==> config.mk <==
export PLATFORM = sky130hd
export DESIGN_NAME = mom_ram
export DESIGN_NICKNAME = d
export VERILOG_FILES = /design/src/design/mom_ram.sv
export SDC_FILE = /design/constraint.sdc
export NUM_CORES = 1
export LEC_CHECK = 0
export BUFFER_PORTS_ARGS = -buffer_cell sky130_fd_sc_hd__buf_2
export CAP_MARGIN = 20
export CORE_MARGIN = 8
export CORE_UTILIZATION = 36
export CTS_BUF_LIST = sky130_fd_sc_hd__clkbuf_4
export DETAILED_ROUTE_END_ITERATION = 12
export GPL_TIMING_DRIVEN = 0
export PLACE_DENSITY = 0.56
export SYNTH_ARGS = -nofsm -noshare
export SYNTH_HDL_FRONTEND = slang
export SYNTH_SLANG_ARGS = --single-unit
==> constraint.sdc <==
create_clock -name clk -period 1.3 [get_ports clk]
set_clock_uncertainty 0.05 [all_clocks]
set_input_delay 0.13 -clock clk [delete_from_list [all_inputs] [get_ports clk]]
set_output_delay 0.13 -clock clk [all_outputs]
set_load 0.05 [all_outputs]
==> src/design/mom_ram.sv <==
// Single-port-write, single-port-read synchronous memory with registered read data.
// Depends on nothing but its parameters.
module mom_ram #(
  parameter int WIDTH = 8,
  parameter int DEPTH = 2,
  localparam int AW = (DEPTH > 1) ? $clog2(DEPTH) : 1
) (
  input  logic             clk,
  input  logic             we,
  input  logic [AW-1:0]    waddr,
  input  logic [WIDTH-1:0] wdata,
  input  logic [AW-1:0]    raddr,
  output logic [WIDTH-1:0] rdata
);

  logic [WIDTH-1:0] mem [DEPTH];

  always_ff @(posedge clk) begin
    if (we) begin
      mem[waddr] <= wdata;
    end
  end

  always_ff @(posedge clk) begin
    rdata <= mem[raddr];
  end

endmodule
Yosys cells after proc, flatten, opt, wreduce, memory -nomap -nowiden --
Memories as Yosys holds them, arrays and structs flattened. A register that Yosys moved wholly into a read port is not among the register bits. Cells that the tools add are included.
Operators by class: multiplexer cells 2
Operators with widths (count):
- two-way mux 1 bit | 2
Word-level totals: RAM bits 16, memories kept 1, output and inout port bits 8, input bits 12, logic and storage cells 3, bits in registers 0
Memories:
- mem | depth 2, width 8, read ports 1, clocked after Yosys merged registers in 1, write ports 1, line 16 | logic [WIDTH-1:0] mem [DEPTH];

Logic depth before layout (Yosys ltp) --
Gate-level depths: netlist of the first run.
word-level depth 2, gate-level depth with buffers 2, mapped depth without buffers 1

Worst setup path after synthesis of the first run --
OpenSTA, ideal clock, no wires.
path kind input to register, start input we, end memory mem[0][0], enable pin, path buffers 0, setup time 0.373 ns, path slack 0.327 ns, data arrival time 0.550 ns, stages on the path 1, data required time 0.877 ns, cell sequence nor2b_1
Between the ends: longest elaborated chain between the ends 2
Ends and longest elaborated chain:
- start, declared | line 9 | input logic we,
- two-way mux 1 bit | line 19 | if (we) begin
- two-way mux 1 bit (implied by the code) | line 20 | mem[waddr] <= wdata;
- end, declared | line 16
No other way between the ends.

Final worst setup path of the first run --
start register rdata[6], read port of mem, end output rdata[6]
RTL lines:
- start, declared | line 13 | output logic [WIDTH-1:0] rdata
No word-level cell between the ends.

==> results.json, run 1 <==
{
  "hp-start": "raddr",
  "totalWireLength_mm": 1.16,
  "grt_pass1_wl_mm": 1.99,
  "fp.dieH_um": 62.7,
  "dieArea_mm2": 0.00393,
  "vias": 381,
  "start_util": 0.369,
  "overflow": 0,
  "ir_drop_uv": 651,
  "yosys_warnings": 0,
  "hold_path_class": "in2reg",
  "layout_commonest_cell": "buf_2",
  "via_per_inst": 4.10,
  "ant_nets": 0,
  "power_density_mw_per_mm2": 1380,
  "cp.arrival_ps": 880,
  "fin_tns_setup_ps": 0,
  "layout_common_cells": "buf_2, edfxtp_1, mux2_4, dlygate4sd3_1, dfxtp_1",
  "cts_tree": "built",
  "synth_adder_area_share": 0,
  "path_buf_inv": 1,
  "startpoint": "rdata[6]",
  "power.share.sequential": 0.634,
  "cts_num_sinks": 24,
  "post-route-min-period_ps": 1060,
  "critPathTopFamily": "flip-flops",
  "cp_data_required_time_ps": 1120,
  "place_inst": 81,
  "critPathMaxStageDelay_ps": 330,
  "fin_nets": 78,
  "fin_util": 0.478,
  "drc": 0,
  "crit_path_end_kind": "output pin",
  "n_fill_cell": 195,
  "pin_count": 20,
  "period_share": 0.815,
  "synth_area_per_cell_um2": 22.4,
  "max-cap-violations": 0,
  "cp_max_fo": 1,
  "drive_above_1_share": 0.462,
  "combPwrFrac": 0.143,
  "firstDrtPassIters": 4,
  "clk_pin_slew_ps": 120,
  "die_w_um": 62.7,
  "yosysUniqueCellTypes": 6,
  "synth_top_family_by_area": "multiplexers",
  "clk_path_buf_depth": 2,
  "grt_max_degree": 14,
  "clk_latency_ps": 300,
  "syn_inst": 35,
  "max_freq_mhz": 943,
  "r2r-start": "mem[1][6]",
  "core_mm2": 0.00213,
  "setup_viol": 0,
  "synthesis.area_um2": 785,
  "crit_chain": "buf_2",
  "finalWeightedCongestion": 0.599,
  "sw_frac_of_total": 0.239,
  "cp-start-kind": "flop",
  "critPathSlowestCell": "dfxtp_1",
  "ys_seq_area_frac": 0.817,
  "cts_setup_buffers": 0,
  "worst-setup-path-type": "reg2out",
  "antenna_found_initial": 0,
  "syn-num-nets": 47,
  "cts_buffers": 3,
  "p_int_mw": 1.06,
  "num_rows": 17,
  "rsz0062_at_grt": "false",
  "p_sw_uw": 335,
  "status": "completed",
  "max_slew_margin": 0.536,
  "h-tree-depth": 1,
  "grt_pass1_vias": 439,
  "synth_compound_area_frac": 0,
  "io_buffers": 18,
  "diodes": 0,
  "synth_seq_cells": 24,
  "grt.total_usage": 0.0665,
  "synth_simple_gate_area_frac": 0.0159,
  "clkPwrFrac": 0.224,
  "synth_xor_area_frac": 0,
  "synth_mux_area_frac": 0.153,
  "wl_per_cell_um": 12.5,
  "instances_no_fill": 93,
  "report.final.hold_viol_count": 0,
  "slew_violations": 0,
  "cellLeakagePower_nw": 0.414,
  "power_mw": 1.40,
  "worst_pin_slew_ps": 695,
  "setup_slack_ps": 240,
  "dp_slack_ps": 42.0,
  "drt_iter0_drc": 5,
  "cts_root_buf": "clkbuf_4",
  "area_growth_pct": 29.5
}
[final cells by class]
type                    instances  area (um2)  share of cell area
plain buffers                   1        11.3              0.0111
clock buffers                   3        22.5              0.0222
clock inverters                 1        3.75             0.00369
multi-input cells              10         133               0.131
flip-flops and latches         24         641               0.631
well taps                      28        35.0              0.0345
repair buffers                 26         170               0.167
[registers in the layout, indices dropped and copies added (netlist names)]
name   flops
rdata      8
mem       16
[per-stage QoR]
stage | hold slack (ps) | instance area [um2]
global placement | 269 | 910
finish | 94.7 | 1020
CTS | 96.1 | 1020
detailed placement | 272 | 910
global route | 79.7 | 1020
floorplan | 179 | 785
[kinds of logic (layout without fill, tap and decap cells)]
kind of cell,Yosys count,in the layout
DFF,24,24
muxes,8,8
and+or+nand+nor,2,2
buffers and inverters,1,31
[power groups by stage]
stage	clock, mW	combinational (mW)	sequential [mW]
final	0.313	0.200	0.886
after floorplan	0	0.0525	0.985
after CTS	0.329	0.204	0.888
after global placement	0	0.183	0.902
after global routing	0.361	0.213	0.892
after detailed placement	0	0.185	0.906
[path summary, 6_finish.rpt]
kind | depth (start not counted) | end | slack [ps]
max reg2reg | 1 | rdata[6] | 500
max | 1 | rdata[6] | 240
min reg2reg | 1 | rdata[2] | 430
min | 2 | rdata[2] | 90
[metal layers]
metal / track usage / routed length [um]
met2: 0.110 / 634
met1: 0.0566 / 403
met5: 0 / 0
met3: 0.0466 / 109
met4: 0.0427 / 14
[synthesized netlist by cell type]
library cell	n	area, um2
mux2_4	8	120
edfxtp_1	16	480
and2_1	1	6.26
nor2b_1	1	6.26
dfxtp_1	8	160
buf_6	1	11.3
[what timing repair did]
| item | 4_1_cts | 5_1_grt |
|---|---|---|
| resized for setup | 0 | 0 |
| hold buffers | 8 | 0 |
| endpoints found under the hold margin | 16 | 0 |
No activity file was read; power rests on OpenSTA's default activity.
==> run 2: changes to the inputs <==
Settings changed: ABC_AREA set to 1.
Clock period 1.3 ns to 1 ns, I/O delays scaled along.
==> run 2 against run 1 <==
Cell area is 3.7% higher. Die area decreased by 2.3%. Routed wire length is 3.5% higher. Utilization increased by 5.4 points. Synthesized area fell by 3.0%. Total power is 30% higher. Sequential share of layout area down 1.7 points.
==> results.json, run 2 <==
{
  "cts_buffers": 3,
  "synth_top_flop_cell": "edfxtp_1",
  "crit_chain": "buf_6",
  "yosysUniqueCellTypes": 7,
  "area_growth_pct": 38.5,
  "largest_reg_flops": 16,
  "cts_num_sinks": 24,
  "crit_path_end_kind": "output pin",
  "status": "completed",
  "drt_iter0_drc": 3,
  "via_per_inst": 4.02,
  "pin_count": 20,
  "max_freq_mhz": 1050,
  "synth_common_cells": "nand2_1, edfxtp_1, dfxtp_1, inv_1",
  "synth-edff-count": 16,
  "ir_drop_uv": 969,
  "synth_top_cell_area_share": 0.632,
  "cts_tree": "built",
  "largestRegisters": "mem x16, rdata x8",
  "firstDrtPassIters": 4,
  "rsz0062_at_grt": "false",
  "synth_area_leaders": "edfxtp_1, dfxtp_1, nand2_1",
  "async_flop_share": 0,
  "cts_root_buf": "clkbuf_4",
  "synthesis.area_um2": 761,
  "dp_slack_ps": -206,
  "slew_violations": 0,
  "synthMostInstantiatedCell": "nand2_1",
  "yosys_warnings": 0,
  "layout_commonest_cell": "nand2_1",
  "fin_tns_setup_ps": 0,
  "critPathMaxStageDelay_ps": 340,
  "report.final.hold_viol_count": 0,
  "path_buf_inv": 1,
  "core_mm2": 0.00198,
  "antenna_found_initial": 0,
  "die_w_um": 62.0,
  "cp_max_fo": 1,
  "io_buffers": 18,
  "clk_latency_ps": 300,
  "cp-start-kind": "flop",
  "post-route-min-period_ps": 949,
  "fp.dieH_um": 62.0,
  "grt_pass1_vias": 489,
  "drc": 0,
  "critPathSlowestCell": "dfxtp_1",
  "totalWireLength_mm": 1.20,
  "finalWeightedCongestion": 0.606,
  "largest-register": "mem",
  "startpoint": "rdata[7]",
  "hp-start": "waddr",
  "syn_inst": 54,
  "grt_max_degree": 13,
  "num_rows": 16,
  "diodes": 0,
  "power_density_mw_per_mm2": 1730,
  "grt_pass1_wl_mm": 2.10,
  "setup_viol": 0,
  "fin_nets": 98,
  "clk_path_buf_depth": 2,
  "cts_setup_buffers": 0,
  "synth_area_leader_cell": "edfxtp_1",
  "wl_per_cell_um": 10.8,
  "synth_area_per_cell_um2": 14.1,
  "worst-setup-path-type": "reg2out",
  "worst_pin_slew_ps": 697,
  "overflow": 0,
  "placed_area_um2": 885,
  "grt.total_usage": 0.0787,
  "cp_data_required_time_ps": 850,
  "start_util": 0.384,
  "r2r-start": "mem[1][1]",
  "syn-num-nets": 66,
  "critPathTopFamily": "flip-flops",
  "ant_nets": 0,
  "dieArea_mm2": 0.00384,
  "layout_common_cells": "nand2_1, edfxtp_1, buf_2, buf_6, dlygate4sd3_1",
  "hold_path_class": "in2reg",
  "setup_slack_ps": 51.5,
  "power_mw": 1.82,
  "fin_area_mm2": 0.00105,
  "max_slew_margin": 0.534,
  "clk_pin_slew_ps": 110,
  "cp.arrival_ps": 800,
  "synth_seq_cells": 24,
  "h-tree-depth": 1,
  "cellLeakagePower_nw": 0.455,
  "vias": 446,
  "drive_above_1_share": 0.333,
  "period_share": 0.949,
  "max-cap-violations": 0,
  "ys_seq_area_frac": 0.842
}
==> run 2: cell types whose count changed in the layout (fill, tap and decap cells not counted), sizes merged <==
cell and change:
nor2 +1, nand2 +25, clkinv -1, inv +3
and2 -1, dlygate4sd3 +1, mux2 -8, nor2b -1
==> run 2: worst reg2reg max path: stages, from the launching register on <==
cell and delay, ps:
edfxtp_1 390, nand2_1 80, nand2_1 50
==> run 2: cell type report <==
| type | count | area [um2] |
|---|---|---|
| buffer | 1 | 11.3 |
| clock buffer | 3 | 22.5 |
| fill | 171 | 928 |
| inverter | 3 | 11.3 |
| multi-input combinational | 26 | 97.6 |
| sequential | 24 | 647 |
| tap | 27 | 33.8 |
| timing repair buffer | 27 | 230 |
==> run 2: layer usage <==
layer / global-route usage / wire [um] / vias to the layer above
li1: - / - / 237
met2: 0.119 / 595 / 14
met5: 0 / 0 / -
met3: 0.0329 / 97 / 2
met1: 0.0871 / 494 / 193
met4: 0.0552 / 15 / 0
==> run 2: cell families (layout without fill, tap and decap cells) <==
| kind of cell | Yosys count | in the layout | synth area share |
|---|---|---|---|
| AND/OR/NAND/NOR | 26 | 26 | 0.128 |
| flip-flops | 24 | 24 | 0.842 |
| buffers and inverters | 4 | 34 | 0.0296 |
==> run 2: where the power goes <==
part           internal (mW)  switching, mW  total (mW)  leakage [nW]
registers               1.14         0.0220        1.16         0.218
clock network          0.140          0.250       0.391        0.0138
logic                  0.109          0.164       0.273         0.223
==> run 2: worst paths after layout <==
kind / end / slack, ps / cells past startpoint
hold reg to reg: rdata[2] / 400 / 2
setup reg to reg: rdata[1] / 340 / 2
hold / removal: mem[0][0] / 190 / 2
setup / recovery: rdata[7] / 50 / 1
==> run 2: what timing repair did <==
item	CTS	global route
hold buffers	9	0
resized for setup	8	13
endpoints found under the hold margin	24	0
pin swaps	0	0
endpoints found under the setup margin	8	8
==> run 2: through the flow <==
step | hold slack, ps | utilization | std cells
floorplan | 149 | - | 54
global placement | 237 | 0.446 | 99
detailed placement | 241 | 0.446 | 99
CTS | 196 | 0.513 | 111
global route | 194 | 0.532 | 111
finish | 194 | 0.532 | 111
==> run 3: changes to the inputs <==
Settings changed: TNS_END_PERCENT set to 50.
Clock period 1 ns to 0.9 ns, I/O delays scaled along.
==> run 3 against run 2 <==
The run now ends with negative setup slack left. Largest cell class unchanged. Critical endpoint is now rdata[0]. Critical path depth unchanged. Global-route usage did not move. Highest routed layer unchanged. Critical path type unchanged. Final cell count stayed put.
==> results.json, run 3 (synthesis results as in run 2) <==
{
  "status": "finished with violations",
  "violations": "negative setup slack",
  "fin_area_mm2": 0.00108,
  "setup_viol": 8,
  "fin_nets": 98,
  "cellLeakagePower_nw": 0.463,
  "cts_tree": "built",
  "layout_commonest_cell": "nand2_1",
  "place_inst": 99,
  "largestRegisters": "mem x16, rdata x8",
  "cp.arrival_ps": 790,
  "clkPwrFrac": 0.211,
  "vias": 451,
  "rsz0062_at_grt": "true",
  "combPwrFrac": 0.157,
  "sw_frac_of_total": 0.239,
  "max_freq_mhz": 1070,
  "num_rows": 16,
  "placed_area_um2": 885,
  "r2r-start": "mem[1][1]",
  "clk_path_buf_depth": 2,
  "grt.total_usage": 0.0787,
  "critPathTopFamily": "flip-flops",
  "drc": 0,
  "antenna_found_initial": 0,
  "cp-start-kind": "flop",
  "cts_num_sinks": 24,
  "power_density_mw_per_mm2": 1900,
  "hold_path_class": "in2reg",
  "die_w_um": 62.0,
  "fin_util": 0.546,
  "grt_pass1_wl_mm": 2.10,
  "grt_max_degree": 13,
  "diodes": 0,
  "setup_slack_ps": -33.3,
  "n_fill_cell": 170,
  "cts_setup_buffers": 0,
  "via_per_inst": 4.06,
  "totalWireLength_mm": 1.21,
  "largest_reg_flops": 16,
  "slew_violations": 0,
  "ant_nets": 0,
  "fp.dieH_um": 62.0,
  "wl_per_cell_um": 10.9,
  "critPathSlowestCell": "dfxtp_2",
  "grt_pass1_vias": 503,
  "critPathMaxStageDelay_ps": 350,
  "cts_buffers": 3,
  "path_buf_inv": 1,
  "p_int_mw": 1.56,
  "power.share.sequential": 0.631,
  "pin_count": 20,
  "crit_chain": "buf_8",
  "firstDrtPassIters": 4,
  "crit_path_end_kind": "output pin",
  "ir_drop_uv": 1050,
  "cp_data_required_time_ps": 760,
  "layout_common_cells": "nand2_1, edfxtp_1, buf_2, dlygate4sd3_1, dfxtp_2",
  "instances_no_fill": 111,
  "overflow": 0,
  "post-route-min-period_ps": 933,
  "h-tree-depth": 1,
  "drive_above_1_share": 0.381,
  "p_sw_uw": 491,
  "core_mm2": 0.00198,
  "cts_root_buf": "clkbuf_4",
  "finalWeightedCongestion": 0.606,
  "clk_pin_slew_ps": 110,
  "drt_iter0_drc": 3,
  "area_growth_pct": 42.3,
  "io_buffers": 18,
  "clk_latency_ps": 300,
  "dieArea_mm2": 0.00384,
  "largest-register": "mem",
  "hp-start": "waddr",
  "cp_max_fo": 1,
  "start_util": 0.384,
  "worst_pin_slew_ps": 431,
  "startpoint": "rdata[0]",
  "period_share": 1.04,
  "max-cap-violations": 0,
  "max_slew_margin": 0.712,
  "worst-setup-path-type": "reg2out",
  "report.final.hold_viol_count": 0
}
run 3: changes by cell type in the layout (fill, tap and decap cells not counted):
cell / previous run / this run
buf_6: 9 / 3
buf_8: 0 / 6
dfxtp_1: 3 / 0
dfxtp_2: 5 / 8
nor2_1: 1 / 0
nor2_2: 0 / 1
run 3: power by group through the flow:
stage	Sequential [mW]	Clock (mW)	Combinational, mW
5_1_grt	1.31	0.516	0.344
6_report	1.30	0.434	0.323
4_1_cts	1.30	0.452	0.319
3_3_place_gp	1.30	0	0.237
3_5_place_dp	1.30	0	0.238
2_1_floorplan	1.42	0	0.0510
run 3: timing repair:
action | in CTS | in global routing
setup endpoints to repair | 8 | 16
cloned | 0 | 0
endpoints found under the hold margin | 24 | 0
resized for setup | 28 | 3
hold buffers | 9 | 0
run 3: final timing paths:
path / endpoint / slack (ps) / cells past startpoint
setup / recovery: rdata[0] / -30 / 1
hold / removal: mem[0][0] / 100 / 2
setup reg to reg: rdata[1] / 240 / 2
hold reg to reg: rdata[2] / 400 / 2
run 3: routing by layer:
metal  share of wire  global-route usage  vias up  wire length, um
met1            0.41              0.0859      199              499
met2            0.49               0.121       14              593
li1                -                   -      236                -
met4           0.017              0.0552        0               21
met5               0                   0        -                0
met3           0.082              0.0329        2               99
run 3: cell type report:
type	count	area, um2	area share
Buffer	1	11.3	0.0104
Clock buffer	3	22.5	0.0208
Inverter	3	11.3	0.0104
Multi-Input combinational cell	26	100	0.0925
Sequential cell	24	651	0.601
Tap cell	27	33.8	0.0312
Timing Repair Buffer	27	253	0.234
run 3: per-stage QoR:
step                setup WS [ps]  TNS (ps)  power (mW)  hold WS, ps
floorplan                  0.0986         0        1.47          139
global placement             -296     -2370        1.54          227
detailed placement           -296     -2370        1.54          231
CTS                         -37.6      -288        2.07          186
global route                -86.4      -620        2.17         88.2
finish                      -33.3      -219        2.05          101
